==> config.mk <==
export PLATFORM = sky130hd
export DESIGN_NAME = luma_motion_vector_predictor_core
export DESIGN_NICKNAME = d
export VERILOG_FILES = /design/src/hw/rtl/lmvp_pkg.sv /design/src/hw/rtl/lmvp_calc.sv /design/src/hw/rtl/luma_motion_vector_predictor_core.sv
export VERILOG_INCLUDE_DIRS = /design/src /design/src/hw/rtl
export SDC_FILE = /design/constraint.sdc
export NUM_CORES = 1
export LEC_CHECK = 0
export BUFFER_PORTS_ARGS = -buffer_cell sky130_fd_sc_hd__buf_2
export CAP_MARGIN = 40
export CORE_MARGIN = 1
export CORE_UTILIZATION = 50
export CTS_CLUSTER_SIZE = 8
export DETAILED_ROUTE_END_ITERATION = 8
export PLACE_DENSITY_LB_ADDON = 0.1
export SLEW_MARGIN = 10
export SYNTH_ARGS = -nofsm -noshare
export SYNTH_HDL_FRONTEND = slang
export SYNTH_SLANG_ARGS = --single-unit
export TNS_END_PERCENT = 50
==> constraint.sdc <==
create_clock -name clk -period 13.4 [get_ports clk]
set_input_delay 0 -clock clk [delete_from_list [all_inputs] [get_ports clk]]
set_output_delay 0 -clock clk [all_outputs]
set_load 0.02 [all_outputs]
==> src/hw/rtl/luma_motion_vector_predictor_core_defines.svh <==
// Assertion macros shared by the motion vector predictor RTL.
`ifndef LUMA_MOTION_VECTOR_PREDICTOR_CORE_DEFINES_SVH
`define LUMA_MOTION_VECTOR_PREDICTOR_CORE_DEFINES_SVH

// General clocked property, disabled during reset.
`define LMVP_ASSERT_PROP(label, prop) \
  label: assert property (@(posedge clk) disable iff (rst) (prop)) \
    else $error("lmvp assertion failed");

// Antecedent in one cycle implies the consequent in the next cycle.
`define LMVP_ASSERT_NEXT(label, ante, cons) \
  label: assert property (@(posedge clk) disable iff (rst) (ante) |=> (cons)) \
    else $error("lmvp assertion failed");

`endif

==> src/hw/rtl/lmvp_pkg.sv <==
// Types, constants and helper functions for the luma motion vector predictor.
`default_nettype none

package lmvp_pkg;

  localparam int unsigned MvW      = 16;
  localparam int unsigned RefW     = 4;
  localparam int unsigned CodeW    = 5;
  localparam int unsigned NbrW     = 38;
  localparam int unsigned ShapeW   = 3;
  localparam int unsigned IndexW   = 2;
  localparam int unsigned AvailBit = 37;

  typedef enum logic [ShapeW-1:0] {
    SHAPE_16X16 = 3'd0,
    SHAPE_16X8  = 3'd1,
    SHAPE_8X16  = 3'd2,
    SHAPE_8X8   = 3'd3,
    SHAPE_8X4   = 3'd4,
    SHAPE_4X8   = 3'd5,
    SHAPE_4X4   = 3'd6,
    SHAPE_SKIP  = 3'd7
  } shape_t;

  // Reference code 1 means reference index 0; code 0 means no reference.
  localparam logic [CodeW-1:0] CodeRef0 = 5'd1;

  typedef struct packed {
    logic                  avail;
    logic [CodeW-1:0]      code;
    logic signed [MvW-1:0] mx;
    logic signed [MvW-1:0] my;
  } nbr_t;

  typedef struct packed {
    logic skip_zero;
  } calc_status_t;

  // Unavailable or intra neighbors carry a zero vector and a code that never matches.
  function automatic nbr_t unpack_nbr(logic [NbrW-1:0] w);
    nbr_t n;
    n.avail = w[AvailBit];
    n.code  = w[36:32];
    n.mx    = w[15:0];
    n.my    = w[31:16];
    if (!n.avail || n.code == '0) begin
      n.code = '0;
      n.mx   = '0;
      n.my   = '0;
    end
    return n;
  endfunction

  function automatic logic signed [MvW-1:0] med3(logic signed [MvW-1:0] a,
                                                 logic signed [MvW-1:0] b,
                                                 logic signed [MvW-1:0] c);
    logic signed [MvW-1:0] lo;
    logic signed [MvW-1:0] hi;
    logic signed [MvW-1:0] m;
    lo = (a < b) ? a : b;
    hi = (a < b) ? b : a;
    m  = (c < hi) ? c : hi;
    return (lo > m) ? lo : m;
  endfunction

endpackage

`default_nettype wire

==> src/hw/rtl/lmvp_calc.sv <==
// Combinational predictor selection, median and difference add for one partition.
`default_nettype none

module lmvp_calc (
  input  wire logic [lmvp_pkg::ShapeW-1:0]   partition_shape,
  input  wire logic [lmvp_pkg::IndexW-1:0]   part_index,
  input  wire logic [lmvp_pkg::RefW-1:0]     current_ref,
  input  wire logic signed [lmvp_pkg::MvW-1:0] mvd_x,
  input  wire logic signed [lmvp_pkg::MvW-1:0] mvd_y,
  input  wire logic [lmvp_pkg::NbrW-1:0]     nbr_a,
  input  wire logic [lmvp_pkg::NbrW-1:0]     nbr_b,
  input  wire logic [lmvp_pkg::NbrW-1:0]     nbr_c,
  input  wire logic [lmvp_pkg::NbrW-1:0]     nbr_d,
  output logic signed [lmvp_pkg::MvW-1:0]    pred_x,
  output logic signed [lmvp_pkg::MvW-1:0]    pred_y,
  output logic signed [lmvp_pkg::MvW-1:0]    mv_x,
  output logic signed [lmvp_pkg::MvW-1:0]    mv_y,
  output lmvp_pkg::calc_status_t             status
);

  lmvp_pkg::nbr_t              a;
  lmvp_pkg::nbr_t              b;
  lmvp_pkg::nbr_t              c;
  lmvp_pkg::nbr_t              bm;
  lmvp_pkg::nbr_t              cm;
  lmvp_pkg::nbr_t              dir;
  lmvp_pkg::nbr_t              single;
  logic                        skip;
  logic                        zero;
  logic                        idx;
  logic                        dir_en;
  logic                        dir_hit;
  logic                        ma;
  logic                        mb;
  logic                        mc;
  logic                        single_hit;
  logic [lmvp_pkg::CodeW-1:0]  cur;
  logic signed [lmvp_pkg::MvW-1:0] dx;
  logic signed [lmvp_pkg::MvW-1:0] dy;

  always_comb begin
    a    = lmvp_pkg::unpack_nbr(nbr_a);
    b    = lmvp_pkg::unpack_nbr(nbr_b);
    c    = nbr_c[lmvp_pkg::AvailBit] ? lmvp_pkg::unpack_nbr(nbr_c)
                                     : lmvp_pkg::unpack_nbr(nbr_d);
    idx  = part_index[0];
    skip = (lmvp_pkg::shape_t'(partition_shape) == lmvp_pkg::SHAPE_SKIP);
    cur  = skip ? lmvp_pkg::CodeRef0
                : {1'b0, current_ref} + lmvp_pkg::CodeRef0;
    dx   = skip ? '0 : mvd_x;
    dy   = skip ? '0 : mvd_y;

    zero = skip && (!a.avail || !b.avail ||
                    (a.code == lmvp_pkg::CodeRef0 && a.mx == '0 && a.my == '0) ||
                    (b.code == lmvp_pkg::CodeRef0 && b.mx == '0 && b.my == '0));

    dir    = a;
    dir_en = 1'b0;
    case (lmvp_pkg::shape_t'(partition_shape))
      lmvp_pkg::SHAPE_16X8, lmvp_pkg::SHAPE_8X4: begin
        dir    = idx ? a : b;
        dir_en = 1'b1;
      end
      lmvp_pkg::SHAPE_8X16, lmvp_pkg::SHAPE_4X8: begin
        dir    = idx ? c : a;
        dir_en = 1'b1;
      end
      default: begin
        dir    = a;
        dir_en = 1'b0;
      end
    endcase
    dir_hit = dir_en && (dir.code == cur);

    // When only the left neighbor exists, it stands in for the two above.
    if (!b.avail && !c.avail && a.avail) begin
      bm = a;
      cm = a;
    end else begin
      bm = b;
      cm = c;
    end
    ma = (a.code == cur);
    mb = (bm.code == cur);
    mc = (cm.code == cur);
    single_hit = (ma && !mb && !mc) || (!ma && mb && !mc) || (!ma && !mb && mc);
    single     = ma ? a : (mb ? bm : cm);

    if (zero) begin
      pred_x = '0;
      pred_y = '0;
    end else if (dir_hit) begin
      pred_x = dir.mx;
      pred_y = dir.my;
    end else if (single_hit) begin
      pred_x = single.mx;
      pred_y = single.my;
    end else begin
      pred_x = lmvp_pkg::med3(a.mx, bm.mx, cm.mx);
      pred_y = lmvp_pkg::med3(a.my, bm.my, cm.my);
    end

    mv_x = pred_x + dx;
    mv_y = pred_y + dy;

    status.skip_zero = zero;
  end

endmodule

`default_nettype wire

==> src/hw/rtl/luma_motion_vector_predictor_core.sv <==
// Top level of the luma motion vector predictor: request register, predictor, result register.
// The request register and in_vld load at the accepting edge; done and the result register load together from in_vld.
// Throughput: one request per cycle; busy is never raised, the path is fully pipelined.
// The work sits between the request register and the result register in one pass.
// Each result is flagged by done for exactly one cycle; the receiver cannot stall.
// Reset clears the valid flags only; no request is in flight after reset.
`default_nettype none
`include "luma_motion_vector_predictor_core_defines.svh"

module luma_motion_vector_predictor_core (
  input  wire logic                            clk,
  input  wire logic                            rst,
  input  wire logic                            start,
  output logic                                 busy,
  input  wire logic [lmvp_pkg::ShapeW-1:0]     partition_shape,
  input  wire logic [lmvp_pkg::IndexW-1:0]     part_index,
  input  wire logic [lmvp_pkg::RefW-1:0]       current_ref,
  input  wire logic signed [lmvp_pkg::MvW-1:0] mvd_x,
  input  wire logic signed [lmvp_pkg::MvW-1:0] mvd_y,
  input  wire logic [lmvp_pkg::NbrW-1:0]       nbr_a,
  input  wire logic [lmvp_pkg::NbrW-1:0]       nbr_b,
  input  wire logic [lmvp_pkg::NbrW-1:0]       nbr_c,
  input  wire logic [lmvp_pkg::NbrW-1:0]       nbr_d,
  output logic                                 done,
  output logic signed [lmvp_pkg::MvW-1:0]      pred_x,
  output logic signed [lmvp_pkg::MvW-1:0]      pred_y,
  output logic signed [lmvp_pkg::MvW-1:0]      mv_x,
  output logic signed [lmvp_pkg::MvW-1:0]      mv_y
);

  logic                              in_vld;
  logic [lmvp_pkg::ShapeW-1:0]       shape_q;
  logic [lmvp_pkg::IndexW-1:0]       index_q;
  logic [lmvp_pkg::RefW-1:0]         ref_q;
  logic signed [lmvp_pkg::MvW-1:0]   mvd_x_q;
  logic signed [lmvp_pkg::MvW-1:0]   mvd_y_q;
  logic [lmvp_pkg::NbrW-1:0]         nbr_a_q;
  logic [lmvp_pkg::NbrW-1:0]         nbr_b_q;
  logic [lmvp_pkg::NbrW-1:0]         nbr_c_q;
  logic [lmvp_pkg::NbrW-1:0]         nbr_d_q;
  logic signed [lmvp_pkg::MvW-1:0]   pred_x_next;
  logic signed [lmvp_pkg::MvW-1:0]   pred_y_next;
  logic signed [lmvp_pkg::MvW-1:0]   mv_x_next;
  logic signed [lmvp_pkg::MvW-1:0]   mv_y_next;
  lmvp_pkg::calc_status_t            calc_status;

  assign busy = 1'b0;

  always_ff @(posedge clk) begin
    if (rst) begin
      in_vld <= 1'b0;
      done   <= 1'b0;
    end else begin
      in_vld <= start && !busy;
      done   <= in_vld;
    end
  end

  always_ff @(posedge clk) begin
    if (start && !busy) begin
      shape_q <= partition_shape;
      index_q <= part_index;
      ref_q   <= current_ref;
      mvd_x_q <= mvd_x;
      mvd_y_q <= mvd_y;
      nbr_a_q <= nbr_a;
      nbr_b_q <= nbr_b;
      nbr_c_q <= nbr_c;
      nbr_d_q <= nbr_d;
    end
    if (in_vld) begin
      pred_x <= pred_x_next;
      pred_y <= pred_y_next;
      mv_x   <= mv_x_next;
      mv_y   <= mv_y_next;
    end
  end

  lmvp_calc u_calc (
    .partition_shape (shape_q),
    .part_index      (index_q),
    .current_ref     (ref_q),
    .mvd_x           (mvd_x_q),
    .mvd_y           (mvd_y_q),
    .nbr_a           (nbr_a_q),
    .nbr_b           (nbr_b_q),
    .nbr_c           (nbr_c_q),
    .nbr_d           (nbr_d_q),
    .pred_x          (pred_x_next),
    .pred_y          (pred_y_next),
    .mv_x            (mv_x_next),
    .mv_y            (mv_y_next),
    .status          (calc_status)
  );

  `LMVP_ASSERT_PROP(a_latency, (start && !busy) |=> ##1 done)
  `LMVP_ASSERT_NEXT(a_skip_zero, in_vld && calc_status.skip_zero,
                    pred_x == '0 && pred_y == '0 && mv_x == '0 && mv_y == '0)
  `LMVP_ASSERT_NEXT(a_skip_mv, in_vld && lmvp_pkg::shape_t'(shape_q) == lmvp_pkg::SHAPE_SKIP,
                    mv_x == pred_x && mv_y == pred_y)
  `LMVP_ASSERT_NEXT(a_mvd_add,
                    in_vld && lmvp_pkg::shape_t'(shape_q) != lmvp_pkg::SHAPE_SKIP,
                    lmvp_pkg::MvW'(mv_x - pred_x) == $past(mvd_x_q) &&
                    lmvp_pkg::MvW'(mv_y - pred_y) == $past(mvd_y_q))

endmodule

`default_nettype wire
==> run metrics, run 1 <==
most frequent cell after synthesis edfxtp_1; Die Ht roughly 190 um; Yosys warnings 0; Worst-path clk slew approximately 0.050 ns; Post-synth EDFFs between 200 and 300; Syn-to-layout area delta 27.3%; CP Class reg -> reg; pwr dens 182 nW/um2; WL/cell between 20 and 25 um; initial antenna violation count 0; Tmin final 12.48 ns; vias in the first global route between 15000 and 20000; reg-to-reg slack, setup 0.92 ns; sequential fraction of the synthesis area 0.439; Tot Pwr around 4000 uW; Yosys top cell area share 0.437; DRT iter0 DRCs 1203; period utilization 0.932; CP max-delay cell o41ai_1; critical path startpoint nbr_a_q[33]; worst flop-to-flop path startpoint nbr_a_q[33]; first-pass GRT wire length 88.0 mm; status finished clean; Routed WL 57.4 mm; clk sink count between 200 and 300; ranking of synthesized cells by area edfxtp_1, ha_1, mux2i_1, nand2_1, o21ai_0; Synth Instances between 1500 and 2000; I/O pins approximately 260; Avg Cell Area, Syn about 10 um2; capture point of the worst reg-to-reg path mv_y[15]; Starting Density 0.509; RSZ-0062 raised after global routing no; crit end category flip-flop; routability cong. roughly 0.92; biggest area consumer among synthesized cells edfxtp_1; crit path DAT roughly 13 ns; Netlist cell types 91; Congestion Overflow GR 0; Placed Area between 15000 and 20000 um2; # nets final 2464; clock latency on the worst-skew pair about 0.54 ns; ys async rst share 0; CTS tree done; htree depth 2; max-slew violation count 0; Reg2Reg Depth 46; Post-synth top cells edfxtp_1, nand2_1, ha_1; Port Buf Inserts between 200 and 300; most used flip-flop cell after synthesis edfxtp_1; Final Setup Violations 0; vias per cell 6.04; Root Buffer clkbuf_16; die width 190 um; Ant. Diodes 0; maximum clock rate 0.0801 GHz; Hold WC Path Type in -> reg; P_leak a little over 0.009 uW; total CTS buffers 38; worst setup path endpoint mv_y[15]; die area between 30000 and 40000 um2; Max Cap Viol 0; vias roughly 16000; setup_tns 0 ns; Bufs on Longest Clock Path 3; Clock Skew around 0.022 ns; worst vdd ir 0.150 mV; Fin. Hold Viols 0; Initial DRT Pass Iterations 6; Worst Max-Slew Pin Slew around 0.90 ns; Rows 68; Critical Path RT between 10 and 15 ns; fin area ~22000 um2; Worst Path Max Fanout 24; max_slew headroom 0.399; Seq cells post-synth approximately 260; Startpoint Class flip-flop; Largest stage delay, worst path between 0.5 and 0.6 ns; core area roughly 35000 um2; DRC 0; Mapped Nets 2028; Detail Route Antenna Nets 0; synthesized area approximately 18000 um2; share of cells above drive strength 1 0.189; GRT Total Usage 0.322; largest net degree at the start of global routing 74; DP HPWL 39.7 mm
[registers in the layout, summed over array words and instances (netlist names), 4 cells and up]
name,flops
mv_x,16
mv_y,16
mvd_x_q,16
mvd_y_q,16
nbr_a_q,38
nbr_b_q,38
nbr_c_q,38
nbr_d_q,38
pred_x,16
pred_y,16
ref_q,4
[timing repair]
| item | 4_1_cts | 5_1_grt |
|---|---|---|
| buffers inserted | 0 | 0 |
| gates resized for setup | 0 | 0 |
| hold endpoints to repair | 194 | 0 |
| hold buffers | 193 | 0 |
[final cells by class]
class / count / area [um2]
flip-flops and latches: 258 / 7730
fillers: 2800 / 12200
clock inverters: 1 / 8.76
multi-input cells: 1257 / 9120
clock buffers: 51 / 1020
repair buffers: 490 / 3560
well taps: 455 / 569
inverters: 102 / 383
[critical path, delay by kind of cell, from the launching register on]
family | cells | cell delay, ns
and+or+nand+nor | 10 | 2.57
adders and majority gates | 4 | 1.20
AOI/OAI and AO/OA | 21 | 5.09
xor gates and xnor gates | 1 | 0.46
DFF | 1 | 0.48
buffers and inverters | 5 | 1.11
muxes | 5 | 1.35
[logic make-up after synthesis]
| family | count (synthesis) | share of synthesized area |
|---|---|---|
| other | 1 | 0.000213 |
| DFF | 258 | 0.439 |
| AOI/OAI and AO/OA | 528 | 0.209 |
| and+or+nand+nor | 457 | 0.128 |
| muxes | 114 | 0.0708 |
| xor gates and xnor gates | 36 | 0.0207 |
| adders and majority gates | 121 | 0.0869 |
| buffers and inverters | 196 | 0.0452 |
[power breakdown]
group	total, uW	internal (uW)	switching, uW
Clock	852	522	330
Combinational	2060	877	1180
Sequential	1160	1100	57.8
Total	4070	2500	1570
[stage by stage]
step / worst slack, ns / utilization / hold WS [ns] / cells
2_1_floorplan: 2.52 / - / 0.0716 / 1711
5_1_grt: 0.0381 / 0.648 / 0.0973 / 2614
3_5_place_dp: 1.00 / 0.562 / 0.168 / 2368
3_3_place_gp: 1.17 / 0.561 / 0.164 / 2365
6_report: 0.916 / 0.648 / 0.0597 / 2614
4_1_cts: 0.974 / 0.648 / 0.0768 / 2613
[layout by cell type, fill, tap and decap left out, types with 11 or more instances in the layout]
cell	instances
a22oi_1	37
o2bb2ai_1	14
mux2i_1	72
a31oi_1	11
a21oi_1	100
xnor2_1	24
a22o_1	41
buf_2	258
ha_1	119
nand4_1	20
nor3_1	23
mux2_2	28
o21ai_0	106
a211oi_1	24
dlygate4sd3_1	193
edfxtp_1	256
inv_1	102
o21ai_1	11
buf_4	34
clkbuf_16	39
a211o_1	14
nand2_1	170
nor4_1	21
o211ai_1	30
a21o_1	31
mux2_4	13
nand3_1	25
o21a_1	13
clkbuf_1	12
nor2b_1	17
and2_1	46
nor2_1	83
[per-layer routing]
metal / GRT usage / share of wire / up-vias
met5: 0 / 0 / -
met4: 0.157 / 0.045 / 0
met3: 0.0467 / 0.072 / 151
met2: 0.546 / 0.48 / 722
met1: 0.401 / 0.40 / 7512
li1: - / - / 7401
[worst min path at each step]
| stage | start | end | slack, ns | cells past startpoint |
|---|---|---|---|---|
| floorplan | rst | done | 0.07 | 1 |
| global placement | rst | in_vld | 0.16 | 2 |
| detailed placement | rst | in_vld | 0.17 | 2 |
| CTS | start | mvd_x_q[6] | 0.08 | 1 |
| global route | start | mvd_x_q[4] | 0.1 | 1 |
| finish | start | mvd_x_q[6] | 0.06 | 1 |
Note: power is estimated with default switching activity, not from simulation.
==> run 2, diff against run 1 <==
--- a/config.mk
+++ b/config.mk
@@ -8,8 +8,10 @@
 export LEC_CHECK = 0
 export BUFFER_PORTS_ARGS = -buffer_cell sky130_fd_sc_hd__buf_2
 export CAP_MARGIN = 40
-export CORE_MARGIN = 1
-export CORE_UTILIZATION = 50
+export CELL_PAD_IN_SITES_DETAIL_PLACEMENT = 0
+export CELL_PAD_IN_SITES_GLOBAL_PLACEMENT = 2
+export CORE_MARGIN = 3
+export CORE_UTILIZATION = 37
 export CTS_CLUSTER_SIZE = 8
 export DETAILED_ROUTE_END_ITERATION = 8
 export PLACE_DENSITY_LB_ADDON = 0.1
==> run 2 against run 1 <==
  * Clock-buffer cell count shrank 4
  * Fmax grew 0.29%
  * Combinational power grew 5%
  * Critical path depth grew 2
  * Power grew 3.1%
  * Worst setup slack gained 0.036 ns
  * Register-to-register slack gained 0.04 ns
  * Critical endpoint unchanged
  * Highest routed layer is now met5
==> run metrics, run 2 (synthesis gave the netlist of run 1 again) <==
critical path startpoint nbr_a_q[33]; worst setup path endpoint mv_y[15]; clock latency on the worst-skew pair 0.57 ns (+0.03 ns); die area 50200 um2 (+40%); routability cong. 0.885 (-3.9%); P_leak 0.00926 uW (+1.3%); Hold WC Path Type in -> reg; DRC 0 (unchanged); Bufs on Longest Clock Path 3 (unchanged); P_int 2530 uW (+1.2%); Die Ht 224 um (+18%); worst vdd ir 0.121 mV (-20%); largest net degree at the start of global routing 68 (-8.1%); die width 224 um (+18%); Detail Route Antenna Nets 0 (unchanged); crit end category flip-flop; Starting Density 0.376 (-0.133); DRT iter0 DRCs 1247 (+3.7%); crit path DAT 12.84 ns (-0.02 ns); WL/cell 23.1 um (+5.1%); pwr dens 184 nW/um2 (+1.3%); Clock Skew 0.0228 ns (+0.000857 ns); worst hold margin 0.137 ns (+0.0768 ns); period utilization 0.929 (-0.00272); worst flop-to-flop path startpoint nbr_a_q[33]; I/O pins 262 (unchanged); Routed WL 64.2 mm (+12%); Fin. Hold Viols 0 (unchanged); CP Class reg -> reg; part of the power in registers 0.279 (-0.006); Ant. Diodes 0 (unchanged); # nets final 2479 (+0.61%); total CTS buffers 38 (unchanged); Congestion Overflow GR 0 (unchanged); Worst path depth 48 (+4.3%); vias in the first global route 15943 (+1.3%); vias 15569 (-1.4%); Critical Path RT 13.79 ns (about the same); fin area 22800 um2 (+1.8%); Max Cap Viol 0 (unchanged); CP top delay family compound AO/OA/AOI/OAI gates; Largest stage delay, worst path 0.56 ns (about the same); max-slew violation count 0 (unchanged); Initial DRT Pass Iterations 6 (unchanged); DP HPWL 45.9 mm (+15%); Placed Area 19800 um2 (+1.9%); vias per cell 5.60 (-7.3%); combinational power share 0.514 (+0.008); Worst Max-Slew Pin Slew 0.872 ns (-0.0265 ns); capture point of the worst reg-to-reg path mv_y[15]; most common cell after layout, fill and taps aside buf_2; maximum clock rate 0.0803 GHz (+0.29%); Reg2Reg Depth 48 (+4.3%); Buf/Inv on CP 7 (+2); most frequent cells in the layout buf_2, edfxtp_1, dlygate4sd3_1; Sw Share 0.397 (+0.0111); clk sink count 258 (unchanged); Worst Path Max Fanout 36 (+50%); Tmin final 12.45 ns (-0.0365 ns); initial antenna violation count 1 (+1); Port Buf Inserts 259 (unchanged); CP max-delay cell a311oi_1; status finished clean; Switching Power 1670 uW (+6.1%); first-pass GRT wire length 95.3 mm (+8.3%); Rows 79 (+16%); share of cells above drive strength 1 0.195 (+0.00652); max_slew headroom 0.417 (+0.0177); Root Buffer clkbuf_16; setup_tns 0 ns (unchanged); Syn-to-layout area delta 29.5%; Worst-path clk slew 0.05 ns (about the same); Startpoint Class flip-flop; Final Setup Violations 0 (unchanged); reg-to-reg slack, setup 0.95 ns (+0.04 ns); CTS tree done; htree depth 2 (unchanged); GRT Total Usage 0.251 (-0.0709); clock power share 0.207 (-0.002); core area 46800 um2 (+35%); CP most frequent cell buf_4; RSZ-0062 raised after global routing no; FILL cells 4318 (+54%)
run 2: layout make-up:
cell class                      count  area (um2)  area share
Inverter                          102         383      0.0168
Tap cell                          607         759      0.0333
Clock inverter                      5        72.6     0.00319
Timing Repair Buffer              505        3750       0.164
Sequential cell                   258        7730       0.339
Clock buffer                       47         985      0.0432
Multi-Input combinational cell   1257        9110       0.400
run 2: worst min path at each step:
stage / start / end / slack [ns] / cells after the start
4_1_cts: nbr_b[19] / nbr_b_q[19] / 0.10 / 2
6_report: nbr_c[5] / nbr_c_q[5] / 0.14 / 2
2_1_floorplan: rst / done / 0.07 / 1
5_1_grt: nbr_c[18] / nbr_c_q[18] / 0.12 / 2
3_3_place_gp: rst / in_vld / 0.17 / 2
3_5_place_dp: rst / in_vld / 0.17 / 2
run 2: metal layers:
metal / GRT usage / up-vias / wire [um]
met1: 0.310 / 7541 / 26500
met2: 0.435 / 462 / 31600
met3: 0.0427 / 136 / 3290
li1: - / 7428 / -
met4: 0.104 / 2 / 2800
met5: 0 / - / 11
run 2: stage by stage:
| stage | util | worst slack (ns) | std cells | power [uW] |
|---|---|---|---|---|
| global route | 0.487 | 0.0384 | 2781 | 4490 |
| finish | 0.487 | 0.952 | 2781 | 4200 |
| detailed placement | 0.423 | 1.06 | 2535 | 3300 |
| global placement | 0.420 | 0.978 | 2528 | 3280 |
| CTS | 0.487 | 0.989 | 2781 | 4240 |
| floorplan | - | 2.52 | 1711 | 2620 |
run 2: timing repair:
action                    in CTS  in global routing
resized for setup              0                  0
hold buffers                 194                  0
setup buffers                  0                  0
hold endpoints to repair     240                  0
run 2: power by group through the flow:
stage | combinational (uW) | sequential [uW] | clock (uW)
after floorplan | 1360 | 1260 | 0
after global placement | 2090 | 1190 | 0
after detailed placement | 2110 | 1190 | 0
after CTS | 2170 | 1170 | 893
after global routing | 2380 | 1180 | 926
final | 2160 | 1170 | 870
